$ cat src/rtl/mspd_pkg.sv
// Package for the MSP v1 telemetry deframer: parser phases, status codes,
// frame constants and the structs passed between the parser and the decoder.
// No dependencies.
package mspd_pkg;

    localparam int PAYLOAD_MAX = 16;
    // Only the first bytes of a payload are ever decoded, so only these are kept.
    localparam int STORE_BYTES = 12;

    localparam logic [7:0] CH_DOLLAR = 8'h24;
    localparam logic [7:0] CH_EM     = 8'h4D;
    localparam logic [7:0] CH_ARROW  = 8'h3E;

    localparam logic [7:0] GPS_ID_RESET  = 8'd106;
    localparam logic [7:0] BATT_ID_RESET = 8'd110;
    localparam logic [7:0] NAV_ID_RESET  = 8'd121;

    localparam logic [1:0] CFG_GPS_ID  = 2'd0;
    localparam logic [1:0] CFG_BATT_ID = 2'd1;
    localparam logic [1:0] CFG_NAV_ID  = 2'd2;

    typedef enum logic [2:0] {
        PH_IDLE    = 3'd0,
        PH_DOLLAR  = 3'd1,
        PH_EM      = 3'd2,
        PH_ARROW   = 3'd3,
        PH_SIZE    = 3'd4,
        PH_PAYLOAD = 3'd5,
        PH_CHECK   = 3'd6
    } t_phase;

    typedef enum logic [2:0] {
        ST_GPS      = 3'd0,
        ST_BATTERY  = 3'd1,
        ST_NAV      = 3'd2,
        ST_OTHER    = 3'd3,
        ST_CHECKSUM = 3'd4,
        ST_OVERSIZE = 3'd5
    } t_status;

    typedef logic [STORE_BYTES-1:0][7:0] t_store;

    typedef struct packed {
        logic       done;
        logic       chk_ok;
        logic       oversize;
        logic [7:0] command;
    } t_frame_info;

    typedef struct packed {
        logic [7:0] nav_state;
        logic [15:0] battery_voltage;
        logic [15:0] gps_altitude;
        logic [31:0] longitude_raw;
        logic [31:0] latitude_raw;
        logic [7:0] satellite_count;
        logic [7:0] gps_fix;
        logic [7:0] frame_command;
    } t_result;

endpackage

$ cat src/rtl/mspd_parser.sv
// Frame tracker for the MSP v1 deframer: header match, size, command,
// payload store and running checksum. Depends on mspd_pkg.
module mspd_parser (
    input  logic                 i_clk,
    input  logic                 i_rst_n,
    input  logic                 i_step,
    input  logic [7:0]           i_byte,
    output mspd_pkg::t_frame_info o_info,
    output mspd_pkg::t_store     o_store
);
    import mspd_pkg::*;

    t_phase     r_phase, n_phase;
    logic [7:0] r_size, n_size;
    logic [7:0] r_cmd, n_cmd;
    logic [7:0] r_xor, n_xor;
    logic [7:0] r_seen, n_seen;
    t_store     r_store;
    logic [7:0] w_seen_inc;

    assign w_seen_inc = r_seen + 8'd1;

    always_ff @(posedge i_clk) begin
        if (!i_rst_n) begin
            r_phase <= PH_IDLE;
            r_size  <= '0;
            r_cmd   <= '0;
            r_xor   <= '0;
            r_seen  <= '0;
        end else if (i_step) begin
            r_phase <= n_phase;
            r_size  <= n_size;
            r_cmd   <= n_cmd;
            r_xor   <= n_xor;
            r_seen  <= n_seen;
        end
    end

    // Bytes past the kept part of the payload are counted but dropped.
    always_ff @(posedge i_clk) begin
        if (!i_rst_n) begin
            r_store <= '0;
        end else if (i_step && r_phase == PH_PAYLOAD) begin
            for (int i = 0; i < STORE_BYTES; i++) begin
                if (r_seen == 8'(i)) begin
                    r_store[i] <= i_byte;
                end
            end
        end
    end

    always_comb begin
        n_phase = r_phase;
        n_size  = r_size;
        n_cmd   = r_cmd;
        n_xor   = r_xor;
        n_seen  = r_seen;
        unique case (r_phase)
            PH_IDLE: begin
                if (i_byte == CH_DOLLAR) begin
                    n_phase = PH_DOLLAR;
                end
            end
            PH_DOLLAR: begin
                n_phase = (i_byte == CH_EM) ? PH_EM : PH_IDLE;
            end
            PH_EM: begin
                n_phase = (i_byte == CH_ARROW) ? PH_ARROW : PH_IDLE;
            end
            PH_ARROW: begin
                n_size  = i_byte;
                n_xor   = i_byte;
                n_phase = PH_SIZE;
            end
            PH_SIZE: begin
                n_cmd   = i_byte;
                n_xor   = r_xor ^ i_byte;
                n_seen  = '0;
                n_phase = (r_size == 8'd0) ? PH_CHECK : PH_PAYLOAD;
            end
            PH_PAYLOAD: begin
                n_xor  = r_xor ^ i_byte;
                n_seen = w_seen_inc;
                if (w_seen_inc >= r_size) begin
                    n_phase = PH_CHECK;
                end
            end
            PH_CHECK: begin
                n_phase = PH_IDLE;
            end
            default: begin
                n_phase = PH_IDLE;
            end
        endcase
    end

    assign o_info.done     = i_step && (r_phase == PH_CHECK);
    assign o_info.chk_ok   = (i_byte == r_xor);
    assign o_info.oversize = (r_size > 8'(PAYLOAD_MAX));
    assign o_info.command  = r_cmd;
    assign o_store         = r_store;

endmodule

$ cat src/rtl/mspd_decode.sv
// Result decoder for the MSP v1 deframer: picks the status from the
// checksum, size and configured command ids, and unpacks payload fields.
// Depends on mspd_pkg.
module mspd_decode (
    input  mspd_pkg::t_frame_info i_info,
    input  mspd_pkg::t_store      i_store,
    input  logic [7:0]            i_gps_id,
    input  logic [7:0]            i_batt_id,
    input  logic [7:0]            i_nav_id,
    output mspd_pkg::t_status     o_status,
    output mspd_pkg::t_result     o_result
);
    import mspd_pkg::*;

    always_comb begin
        o_result               = '0;
        o_result.frame_command = i_info.command;
        // Checksum failure outranks oversize, which outranks decoding.
        if (!i_info.chk_ok) begin
            o_status = ST_CHECKSUM;
        end else if (i_info.oversize) begin
            o_status = ST_OVERSIZE;
        end else if (i_info.command == i_gps_id) begin
            o_status                 = ST_GPS;
            o_result.gps_fix         = i_store[0];
            o_result.satellite_count = i_store[1];
            o_result.latitude_raw    = {i_store[5], i_store[4], i_store[3], i_store[2]};
            o_result.longitude_raw   = {i_store[9], i_store[8], i_store[7], i_store[6]};
            o_result.gps_altitude    = {i_store[11], i_store[10]};
        end else if (i_info.command == i_batt_id) begin
            o_status                 = ST_BATTERY;
            o_result.battery_voltage = {i_store[1], i_store[0]};
        end else if (i_info.command == i_nav_id) begin
            o_status           = ST_NAV;
            o_result.nav_state = i_store[0];
        end else begin
            o_status = ST_OTHER;
        end
    end

endmodule

$ cat src/rtl/msp_telemetry_deframer_unit.sv
// MSP v1 telemetry deframer, top level: input register, frame parser,
// decoder, output register and configuration registers.
// Depends on mspd_pkg, mspd_parser and mspd_decode.
//
// Usage: received serial bytes enter on the s_axis channel, one byte per
// request. Every byte is consumed; only the checksum byte of a response
// frame ('$' 'M' '>' size command payload checksum) yields a result on the
// m_axis channel. The result carries the frame status in m_axis_tuser and
// the command and decoded GPS, battery or navigation fields in m_axis_tdata.
// A byte is held in the input register and then processed into the output
// register, which holds the result of a checksum byte. One byte per cycle
// is sustained while the receiver does not stall: the parser updates its
// state and the payload store once per byte. The command ids must be written
// through the i_cfg port while the block is idle; the block does not enforce it.
// Reset returns the parser to idle, clears the payload store and restores
// the default command ids. When the receiver stalls, the pending result
// stays in the output register and the byte behind it waits in the input
// register; s_axis_tready drops once both are occupied.
module msp_telemetry_deframer_unit (
    input  logic         i_clk,
    input  logic         i_rst_n,
    input  logic         s_axis_tvalid,
    output logic         s_axis_tready,
    input  logic [7:0]   s_axis_tdata,   // rx_byte[7:0]
    output logic         m_axis_tvalid,
    input  logic         m_axis_tready,
    // frame_command[7:0], gps_fix[15:8], satellite_count[23:16],
    // latitude_raw[55:24], longitude_raw[87:56], gps_altitude[103:88],
    // battery_voltage[119:104], nav_state[127:120]
    output logic [127:0] m_axis_tdata,
    output logic [2:0]   m_axis_tuser,   // frame_status[2:0]
    input  logic         i_cfg_we,
    input  logic [1:0]   i_cfg_index,
    input  logic [7:0]   i_cfg_data
);
    import mspd_pkg::*;

    logic        r_in_valid;
    logic [7:0]  r_in_byte;
    logic        r_out_valid;
    t_status     r_out_status;
    t_result     r_out_result;
    logic [7:0]  r_gps_id, r_batt_id, r_nav_id;

    logic        w_advance;
    t_frame_info w_info;
    t_store      w_store;
    t_status     w_status;
    t_result     w_result;

    assign w_advance     = r_in_valid && (!r_out_valid || m_axis_tready);
    assign s_axis_tready = !r_in_valid || w_advance;

    always_ff @(posedge i_clk) begin
        if (!i_rst_n) begin
            r_gps_id  <= GPS_ID_RESET;
            r_batt_id <= BATT_ID_RESET;
            r_nav_id  <= NAV_ID_RESET;
        end else if (i_cfg_we) begin
            case (i_cfg_index)
                CFG_GPS_ID:  r_gps_id  <= i_cfg_data;
                CFG_BATT_ID: r_batt_id <= i_cfg_data;
                CFG_NAV_ID:  r_nav_id  <= i_cfg_data;
                default: ;
            endcase
        end
    end

    always_ff @(posedge i_clk) begin
        if (!i_rst_n) begin
            r_in_valid <= 1'b0;
        end else if (s_axis_tready) begin
            r_in_valid <= s_axis_tvalid;
        end
    end

    always_ff @(posedge i_clk) begin
        if (s_axis_tready && s_axis_tvalid) begin
            r_in_byte <= s_axis_tdata;
        end
    end

    mspd_parser u_parser (
        .i_clk   (i_clk),
        .i_rst_n (i_rst_n),
        .i_step  (w_advance),
        .i_byte  (r_in_byte),
        .o_info  (w_info),
        .o_store (w_store)
    );

    mspd_decode u_decode (
        .i_info    (w_info),
        .i_store   (w_store),
        .i_gps_id  (r_gps_id),
        .i_batt_id (r_batt_id),
        .i_nav_id  (r_nav_id),
        .o_status  (w_status),
        .o_result  (w_result)
    );

    always_ff @(posedge i_clk) begin
        if (!i_rst_n) begin
            r_out_valid <= 1'b0;
        end else if (w_advance) begin
            r_out_valid <= w_info.done;
        end else if (m_axis_tready) begin
            r_out_valid <= 1'b0;
        end
    end

    always_ff @(posedge i_clk) begin
        if (w_advance && w_info.done) begin
            r_out_status <= w_status;
            r_out_result <= w_result;
        end
    end

    assign m_axis_tvalid = r_out_valid;
    assign m_axis_tuser  = r_out_status;
    assign m_axis_tdata  = r_out_result;

`ifndef SYNTHESIS
    a_result_follows_check: assert property (@(posedge i_clk) disable iff (!i_rst_n)
        (w_advance && w_info.done) |=> m_axis_tvalid)
        else $error("checksum byte did not produce a result");

    a_status_range: assert property (@(posedge i_clk) disable iff (!i_rst_n)
        m_axis_tvalid |-> (m_axis_tuser <= ST_OVERSIZE))
        else $error("result status out of range");

    a_non_gps_clear: assert property (@(posedge i_clk) disable iff (!i_rst_n)
        (m_axis_tvalid && m_axis_tuser != ST_GPS) |-> (m_axis_tdata[103:8] == '0))
        else $error("GPS fields set on a non-GPS result");
`endif

endmodule
$ cat config.mk
export PLATFORM = sky130hd
export DESIGN_NAME = msp_telemetry_deframer_unit
export DESIGN_NICKNAME = d
export VERILOG_FILES = /design/src/rtl/mspd_pkg.sv /design/src/rtl/mspd_parser.sv /design/src/rtl/mspd_decode.sv /design/src/rtl/msp_telemetry_deframer_unit.sv
export SDC_FILE = /design/constraint.sdc
export NUM_CORES = 1
export LEC_CHECK = 0
export BUFFER_PORTS_ARGS = -buffer_cell sky130_fd_sc_hd__buf_2
export CORE_ASPECT_RATIO = 0.7
export CORE_UTILIZATION = 45
export DETAILED_ROUTE_END_ITERATION = 10
export PLACE_DENSITY = 0.7
export SLEW_MARGIN = 15
export SYNTH_ARGS = -nofsm -noshare
export SYNTH_HDL_FRONTEND = slang
export SYNTH_SLANG_ARGS = --single-unit
export TNS_END_PERCENT = 30
$ cat constraint.sdc
create_clock -name i_clk -period 13.1 [get_ports i_clk]
set_input_delay 1.965 -clock i_clk [delete_from_list [all_inputs] [get_ports i_clk]]
set_output_delay 1.965 -clock i_clk [all_outputs]
set_load 0.01 [all_outputs]
==> impl_metrics.toml, run 1 <==
[status]
status = "completed"

[final_layout]
area_growth_syn_to_layout_pct = 17.4
utilization_pct = 54.1
drive_gt1_share_pct = 19.9
nets = 1208
final_cells = 1553
antenna_cells = 0

[synth]
ys_ff_latch = 296
yosysWarnings = 0
synthCells = 1038
ys_types = 56
syn_nets = 1073
synth_edf_count = 139
synth_area_per_cell_um2 = 11.5
synth-async-reset-ratio_pct = 0
netlist_area_mm2 = 0.0119
ys_seq_area_share_pct = 61.4
synth_ff_type = "dfxtp_1"

[setup_path]
cp.buffers_inverters = 2
cpPeakStageDelay_ps = 170
crit_top_cell = "buf_2"
endpoint_kind = "primary output"
critPathSlowestCell = "nor2b_1"
path_delay_family = "simple AND/OR/NAND/NOR gates"
path_class = "in2out"
cp.required_ps = 11140
crit_arrival_ps = 2500
crit_fanout = 3
crit_chain = "buf_2 > nor2b_1 > nand2_1 > buf_2"
crit_path_start_kind = "primary input"

[timing]
rsz0062_at_grt = "false"
clock_skew_ps = 19.8
slew_viol_final = 0
finalHoldViolations = 0
fin_ws_ps = 8640
finalSetupViolations = 0
finalCriticalPeriod_ps = 4460
setup_tns_ps = 0
slew_headroom_pct = 37.4
max_clock_freq_mhz = 224
fin_crit_sh_pct = 34.1
worst_pin_slew_ps = 939

[floorplan]
die_area_mm2 = 0.0272
die_w_um = 197
num_io_pins = 156
row_count = 49
initial_core_util_pct = 46.1
die_h_um = 138
core_mm2 = 0.0259

[detailed_routing]
wirelength_um = 25500
wl_per_cell_um = 16.4
drc = 0
avgViaCountPerCell = 5.01
ant_nets = 0
vias = 7780
drt_iter0_drc = 589
firstDrtPassIters = 5

[clock_tree]
cts_resized = 0
clkLatencyLatePin_ps = 560
clockBufferDepth = 3
htreeDepth = 1
cts_sinks = 296
path_clk_slew_ps = 60
numCtsBuffers = 29
clock-root-buffer = "clkbuf_16"
cts_tree = "yes"
ctsHoldBuffers = 0
postCtsSetupRepairBufs = 0

[global_route]
globalRoute.totalOverflow = 0
grt_use_total_pct = 18.7
grt_pass1_vias = 7160
grt_pass1_wl_um = 39900
grt_max_degree = 98
antenna_found_initial = 1

[pwr]
clockPowerShare_pct = 47.2
power_density_mw_per_mm2 = 138
power.internal_uw = 1530
netSwitchingFraction_pct = 20.5
power_frac_seq_pct = 50.5
ir_drop_mv = 0.0951
share_comb_of_total_power_pct = 2.3
switching_power_uw = 394
p_leak_uw = 0.00502

[hold_path]
hp-class = "reg2reg"

[placement]
dp.final_hpwl_um = 16100
dpl_worst_slack_ps = 8640
port-buffer-count = 155
place_inst = 1499
gp_congestion = 0.807

[flow_run]
maxCapViolations = 0
==> placed cells by master, fill, tap and decap left out, types with 4 or more instances in the layout <==
cell type / synthesis / routed
o22ai_1: 8 / 8
and2_1: 125 / 125
nand2_1: 139 / 139
buf_4: 6 / 13
nor2b_1: 8 / 8
xnor2_1: 10 / 10
a21oi_1: 16 / 16
bufinv_16: 0 / 5
nand3_2: 5 / 5
nor4b_4: 4 / 4
nand4_1: 8 / 8
nor2_1: 61 / 61
dfxtp_1: 157 / 157
nor4_1: 4 / 4
xor2_1: 28 / 28
ha_1: 12 / 12
edfxtp_1: 139 / 139
o21ai_0: 45 / 45
nand3_1: 48 / 48
clkbuf_16: 0 / 32
inv_1: 14 / 14
o21a_1: 10 / 10
mux2i_1: 88 / 88
buf_2: 11 / 154
nor3b_1: 4 / 4
==> path summary, 6_finish.rpt <==
| check | startpoint | endpoint | slack [ps] | cells after the start |
|---|---|---|---|---|
| min reg2reg | u_parser.o_store[25] | u_parser.o_store[25] | 450 | 2 |
| max | m_axis_tready | s_axis_tready | 8640 | 4 |
| min | u_parser.o_store[25] | u_parser.o_store[25] | 450 | 2 |
| max reg2reg | r_in_byte[3] | m_axis_tdata[94] | 10100 | 6 |
==> worst register-to-register path, cell delays in order (launching register included) <==
cell and delay, ps:
edfxtp_1 950, xor2_1 170, nor4_2 440, nand3_2 220, nor2_4 140, buf_4 620
and2_1 310
==> power by group through the flow <==
stage / sequential (uW) / clock, uW / combinational, uW
after floorplan: 989 / 0 / 27.6
after global placement: 993 / 0 / 43.9
after detailed placement: 994 / 0 / 44.3
after CTS: 973 / 931 / 44.5
after global routing: 973 / 964 / 48.3
final: 973 / 908 / 44.3
==> Yosys cell counts (all sizes together), types with 12 or more instances <==
library cell | n | share of area (%)
clkbuf | 38 | 1.2
nand3 | 53 | 2.4
ha | 12 | 1.3
nor2 | 62 | 2.0
dfxtp | 157 | 26
a21oi | 17 | 0.74
buf | 25 | 1.4
o21ai | 45 | 1.9
and2 | 125 | 6.6
edfxtp | 139 | 35
nand2 | 139 | 4.4
xor2 | 28 | 2.1
inv | 14 | 0.44
mux2i | 88 | 7.4
==> routing by layer <==
layer	track usage [%]	part of all wire (%)
met1	28.5	50
met2	27.8	42
met3	3.39	5.2
met4	4.16	1.9
met5	0	0
==> cells by family after synthesis <==
kind of cell,after synthesis,share of synthesized area [%]
AOI/OAI and AO/OA,92,4.52
xor gates and xnor gates,38,2.79
buffers and inverters,78,3.13
and+or+nand+nor,434,19.6
muxes,88,7.39
adders and majority gates,12,1.26
DFF,296,61.4
==> registers in the layout, summed over array words and instances (netlist names) <==
name / cells
m_axis_tdata: 128
m_axis_tvalid: 1
r_nav_id: 8
u_parser.r_size: 8
u_parser.r_cmd: 8
r_batt_id: 8
u_parser.o_store: 96
r_in_byte: 8
m_axis_tuser: 3
r_gps_id: 8
r_in_valid: 1
u_parser.r_seen: 8
u_parser.r_xor: 8
u_parser.r_phase: 3
==> metrics by stage <==
| step | area, um^2 | hold slack [ps] | total power [uW] |
|---|---|---|---|
| floorplan | 11900 | 430 | 1020 |
| global placement | 12900 | 439 | 1040 |
| detailed placement | 12900 | 443 | 1040 |
| CTS | 14000 | 454 | 1950 |
| global route | 14000 | 466 | 1990 |
| finish | 14000 | 452 | 1930 |
==> layout make-up <==
type,instances,area [um^2]
Clock buffer,37,840
Tap cell,357,447
Fill cell,2246,11900
Multi-Input combinational cell,664,4240
Sequential cell,296,7320
Inverter,15,56.3
Timing Repair Buffer,167,868
Clock inverter,17,229
(Power assumes the default switching activity.)
==> inputs of run 2 (changes only) <==
--- a/config.mk
+++ b/config.mk
@@ -9,7 +9,7 @@
 export CORE_ASPECT_RATIO = 0.7
 export CORE_UTILIZATION = 45
 export DETAILED_ROUTE_END_ITERATION = 10
-export PLACE_DENSITY = 0.7
+export PLACE_DENSITY = 0.72
 export SLEW_MARGIN = 15
 export SYNTH_ARGS = -nofsm -noshare
 export SYNTH_HDL_FRONTEND = slang
==> constraint.sdc (replaced) <==
create_clock -name i_clk -period 3.86 [get_ports i_clk]
set_input_delay 0.579 -clock i_clk [delete_from_list [all_inputs] [get_ports i_clk]]
set_output_delay 0.579 -clock i_clk [all_outputs]
set_load 0.01 [all_outputs]
==> impl_metrics.toml, run 2 (same netlist as run 1, synthesis figures left out) <==
[status]
status = "completed"

[placement]
gp_congestion = 0.848
port-buffer-count = 155
dp.final_hpwl_um = 16700
placed_cell_area_mm2 = 0.0130
dpl_worst_slack_ps = 1020

[setup_path]
crit_path_start_kind = "register"
startpoint = "r_in_byte[6]"
endpoint_kind = "register"
reg2regPathDepth = 6
crit_arrival_ps = 3260
reg2reg_to = "m_axis_tdata[93]"
crit_fanout = 96
r2r_setup_slack_ps = 1020
worstReg2RegStart = "r_in_byte[6]"
cp.required_ps = 4280
crit_end = "m_axis_tdata[93]"
path_class = "reg2reg"

[global_route]
antenna_found_initial = 0
grt_pass1_wl_um = 41400
globalRoute.totalOverflow = 0
grt_max_degree = 97
grt_pass1_vias = 7473
grt_use_total_pct = 19.2

[final_layout]
layout_commonest_cell = "dfxtp_1"
final_cell_mix = "dfxtp_1 (157), buf_2 (154), nand2_1 (139), edfxtp_1 (139), and2_1 (125)"
antenna_cells = 0
drive_gt1_share_pct = 20.1
final_area_mm2 = 0.0140
largest_register_ff_count = 128
area_growth_syn_to_layout_pct = 17.4
nets = 1209

[timing]
fin_crit_sh_pct = 73.5
slew_viol_final = 0
finalHoldViolations = 0
fin_ws_ps = 1020
max_clock_freq_mhz = 352
finalSetupViolations = 0
clock_skew_ps = 17.4
slew_headroom_pct = 36.4
rsz0062_at_grt = "false"
fin_hold_ws_ps = 201
finalCriticalPeriod_ps = 2840
worst_pin_slew_ps = 953

[pwr]
clockPowerShare_pct = 46.3
power_density_mw_per_mm2 = 459
netSwitchingFraction_pct = 21.1
switching_power_uw = 1360
power_frac_seq_pct = 51.2
share_comb_of_total_power_pct = 2.5
power.internal_uw = 5070
ir_drop_mv = 0.317
p_leak_uw = 0.00502

[clock_tree]
path_clk_slew_ps = 60
ctsHoldBuffers = 0
postCtsSetupRepairBufs = 0
clockBufferDepth = 3
numCtsBuffers = 29
cts_resized = 0
clkLatencyLatePin_ps = 560
htreeDepth = 1
cts_tree = "yes"
cts_sinks = 296
clock-root-buffer = "clkbuf_16"

[detailed_routing]
vias = 7847
wirelength_um = 26200
drc = 0
firstDrtPassIters = 5
wl_per_cell_um = 16.9
ant_nets = 0
drt_iter0_drc = 475
avgViaCountPerCell = 5.05

[hold_path]
hp-class = "in2reg"
hold_path_depth = 1

[floorplan]
die_w_um = 197
die_area_mm2 = 0.0272
core_mm2 = 0.0259
row_count = 49
die_h_um = 138
num_io_pins = 156
initial_core_util_pct = 46.1

[flow_run]
maxCapViolations = 0
==> run 2: cell count changes in the layout (fill, tap and decap cells not counted), sizes merged <==
cell and change:
clkinv -1, clkbuf +2, inv +1, buf +1, clkinvlp -1, bufinv -2
==> run 2: worst max-delay path, cell delays in order (launching register included) <==
cell,delay [ps]
edfxtp_1,860
xor2_1,170
nor4_2,370
nand3_2,220
nor2_4,150
buf_4,610
and2_1,240
==> run 2: worst min path at each step <==
stage,from,to,slack [ps]
after floorplan,u_parser.o_store[64],u_parser.o_store[64],430
after global placement,u_parser.o_store[70],u_parser.o_store[70],440
after detailed placement,u_parser.o_store[75],u_parser.o_store[75],440
after CTS,s_axis_tdata[1],r_in_byte[1],180
after global routing,s_axis_tdata[1],r_in_byte[1],190
final,s_axis_tdata[4],r_in_byte[4],200
==> run 2: area by class of cell <==
class	count	area, um^2
Timing Repair Buffer	168	901
Tap cell	357	447
Multi-Input combinational cell	664	4270
Fill cell	2284	11900
Clock buffer	39	847
Inverter	15	56.3
Clock inverter	14	169
Sequential cell	296	7320
==> run 2: per-stage QoR <==
| step | total power [uW] | TNS (ps) | util (%) | instances |
|---|---|---|---|---|
| after floorplan | 3450 | -90890 | - | 1038 |
| after global placement | 3520 | 0 | 50.2 | 1500 |
| after detailed placement | 3530 | 0 | 50.2 | 1500 |
| after CTS | 6490 | 0 | 54.1 | 1553 |
| after global routing | 6610 | 0 | 54.1 | 1553 |
| final | 6430 | 0 | 54.1 | 1553 |
==> run 2: layer usage <==
metal  vias up  track usage (%)  wire (um)
met5         -                0          0
met2       195             29.1      11400
met1      3781             28.6      12900
met3        38             3.20       1390
met4         0             4.37        503
li1       3833                -          -
==> run 2: power by group through the flow <==
stage	combinational [uW]	sequential (uW)	clock, uW
detailed placement	160	3370	0
finish	159	3300	2980
global route	173	3300	3140
CTS	160	3300	3030
global placement	158	3360	0
floorplan	94.5	3360	0
==> inputs of run 3 (changes only) <==
--- a/config.mk
+++ b/config.mk
@@ -5,6 +5,7 @@
 export SDC_FILE = /design/constraint.sdc
 export NUM_CORES = 1
 export LEC_CHECK = 0
+export ABC_AREA = 1
 export BUFFER_PORTS_ARGS = -buffer_cell sky130_fd_sc_hd__buf_2
 export CORE_ASPECT_RATIO = 0.7
 export CORE_UTILIZATION = 45
==> constraint.sdc (replaced) <==
create_clock -name i_clk -period 2.5 [get_ports i_clk]
set_input_delay 0.375 -clock i_clk [delete_from_list [all_inputs] [get_ports i_clk]]
set_output_delay 0.375 -clock i_clk [all_outputs]
set_load 0.01 [all_outputs]
==> impl_metrics.toml, run 3 <==
[setup_path]
crit_fanout = 5
cpPeakStageDelay_ps = 400
crit_top_cell = "nand2_1"
crit_path_start_kind = "register"
endpoint_kind = "register"
critPathSlowestCell = "dfxtp_1"
crit_chain = "ha_2 > nand3_1 > nor3_2 > xor2_1 > ha_1 > nand2_1 > inv_1 > nand2_1 > nand2_1 > nor2_1 > nand2_1 > nand2_1 > nand2_1 > nand2_1 > nor2_1"
cp.buffers_inverters = 1
crit_arrival_ps = 2670
path_class = "reg2reg"
cp.required_ps = 2950
path_delay_family = "simple AND/OR/NAND/NOR gates"

[detailed_routing]
avgViaCountPerCell = 4.88
wl_per_cell_um = 14.7
wirelength_um = 26900
drt_iter0_drc = 634
firstDrtPassIters = 4
ant_nets = 0
drc = 0
vias = 8912

[timing]
slew_viol_final = 0
finalHoldViolations = 0
finalSetupViolations = 0
max_clock_freq_mhz = 450
slew_headroom_pct = 49.6
rsz0062_at_grt = "false"
finalCriticalPeriod_ps = 2220
fin_crit_sh_pct = 88.8
worst_pin_slew_ps = 752
clock_skew_ps = 11.2

[synth]
yosys.area.top_type = "edfxtp_1"
synth.top_cell.area_share_pct = 33.9
synth-async-reset-ratio_pct = 0
synthMuxAreaShare_pct = 0
synth_top_family_by_area = "simple AND/OR/NAND/NOR gates"
ys_seq_area_share_pct = 59.5
synth_ff_type = "dfxtp_1"
yosysMostFrequentCell = "nand2_1"
synth_compound_area_share_pct = 11.8
synthTopCellsByArea = "edfxtp_1 (34%), dfxtp_1 (26%), nand2_1 (6.0%)"
synth_fa_ha_area_share_pct = 1.22
netlist_area_mm2 = 0.0123
synth_xor_xnor_area_share_pct = 0.966
synth_area_per_cell_um2 = 9.55
ys_types = 38
yosys-top-cells-count = "nand2_1 (197), inv_1 (175), dfxtp_1 (157), edfxtp_1 (139), a21oi_1 (135)"
ys_ff_latch = 296
synthCells = 1288
synth_edf_count = 139
yosys.area_share.simple_pct = 17.7
syn_nets = 1323
yosysWarnings = 0

[global_route]
globalRoute.totalOverflow = 0
antenna_found_initial = 0
grt_use_total_pct = 19.1
grt_pass1_vias = 8326
grt_max_degree = 102
grt_pass1_wl_um = 42700

[final_layout]
final_area_mm2 = 0.0145
final_cell_mix = "nand2_1 (196), inv_1 (172), buf_2 (154)"
utilization_pct = 54.3
largest_register_ff_count = 128
antenna_cells = 0
layout_commonest_cell = "nand2_1"
area_growth_syn_to_layout_pct = 18.2
drive_gt1_share_pct = 21.4
nets = 1476
n_fill_cell = 2385

[placement]
gp_congestion = 0.837
dp.final_hpwl_um = 17400
port-buffer-count = 155
placed_cell_area_mm2 = 0.0134

[clock_tree]
numCtsBuffers = 29
cts_sinks = 296
cts_tree = "yes"
clkLatencyLatePin_ps = 560
htreeDepth = 1
clock-root-buffer = "clkbuf_16"
path_clk_slew_ps = 60
clockBufferDepth = 3

[floorplan]
row_count = 50
num_io_pins = 156
die_w_um = 200
die_area_mm2 = 0.0280
die_h_um = 140
core_mm2 = 0.0268
initial_core_util_pct = 45.9

[status]
status = "completed"

[flow_run]
maxCapViolations = 0

[hold_path]
hp-class = "in2reg"

[pwr]
power_density_mw_per_mm2 = 685
ir_drop_mv = 0.447
p_leak_uw = 0.00525
run 3: timing repair:
item                                    4_1_cts  5_1_grt
gates resized for setup                       0        2
hold buffers                                  8        0
buffers inserted                              0        0
endpoints found under the hold margin         8        0
endpoints found under the setup margin        0        2
run 3: worst paths after layout:
check                       startpoint              endpoint  slack, ps  depth (start not counted)
hold / removal           i_cfg_data[2]          r_batt_id[2]         70                          3
hold reg to reg   u_parser.o_store[39]  u_parser.o_store[39]        450                          2
setup / recovery    u_parser.r_seen[0]   u_parser.r_phase[0]        280                         15
setup reg to reg    u_parser.r_seen[0]   u_parser.r_phase[0]        280                         15
run 3: cell type report:
class | count | area (um^2) | area share [%]
multi-input combinational | 740 | 3940 | 27.1
sequential | 296 | 7320 | 50.4
inverter | 189 | 709 | 4.88
clock inverter | 10 | 144 | 0.990
clock buffer | 44 | 876 | 6.03
tap | 364 | 455 | 3.13
timing repair buffer | 185 | 1090 | 7.47
run 3: per-stage QoR:
step | cells | setup TNS (ps) | total power [uW] | hold WS, ps | setup WS (ps)
2_1_floorplan | 1288 | -205260 | 5360 | 430 | -1560
6_report | 1828 | 0 | 9950 | 65.4 | 280
3_5_place_dp | 1766 | 0 | 5460 | 446 | 235
4_1_cts | 1828 | 0 | 10000 | 57.1 | 213
3_3_place_gp | 1766 | 0 | 5450 | 440 | 288
5_1_grt | 1828 | 0 | 10300 | 71.6 | 45.7
run 3: power breakdown:
part	switching, uW	internal, uW	total [uW]
Clock	1850	2740	4590
Combinational	194	92.1	286
Sequential	21.7	5060	5080
run 3: metal layers:
metal / up-vias / routed length, um / GRT usage, %
met5: - / 0 / 0
met4: 0 / 554 / 4.74
met3: 44 / 1370 / 3.01
met2: 243 / 11900 / 30.0
met1: 4115 / 13100 / 27.6
li1: 4510 / - / -
run 3: cells by family (layout without fill, tap and decap cells):
family	after synthesis	in the layout
xor gates and xnor gates	11	11
DFF	296	296
adders and majority gates	12	12
and+or+nand+nor	439	439
AOI/OAI and AO/OA	278	278
buffers and inverters	252	428
run 3: worst reg2reg max path: cells and delay by family (launching register included):
kind	cells	cell delay, ps
fa+ha+maj	2	510
buf+inv	1	40
simple gates	11	940
xor+xnor	1	210
flops	1	400
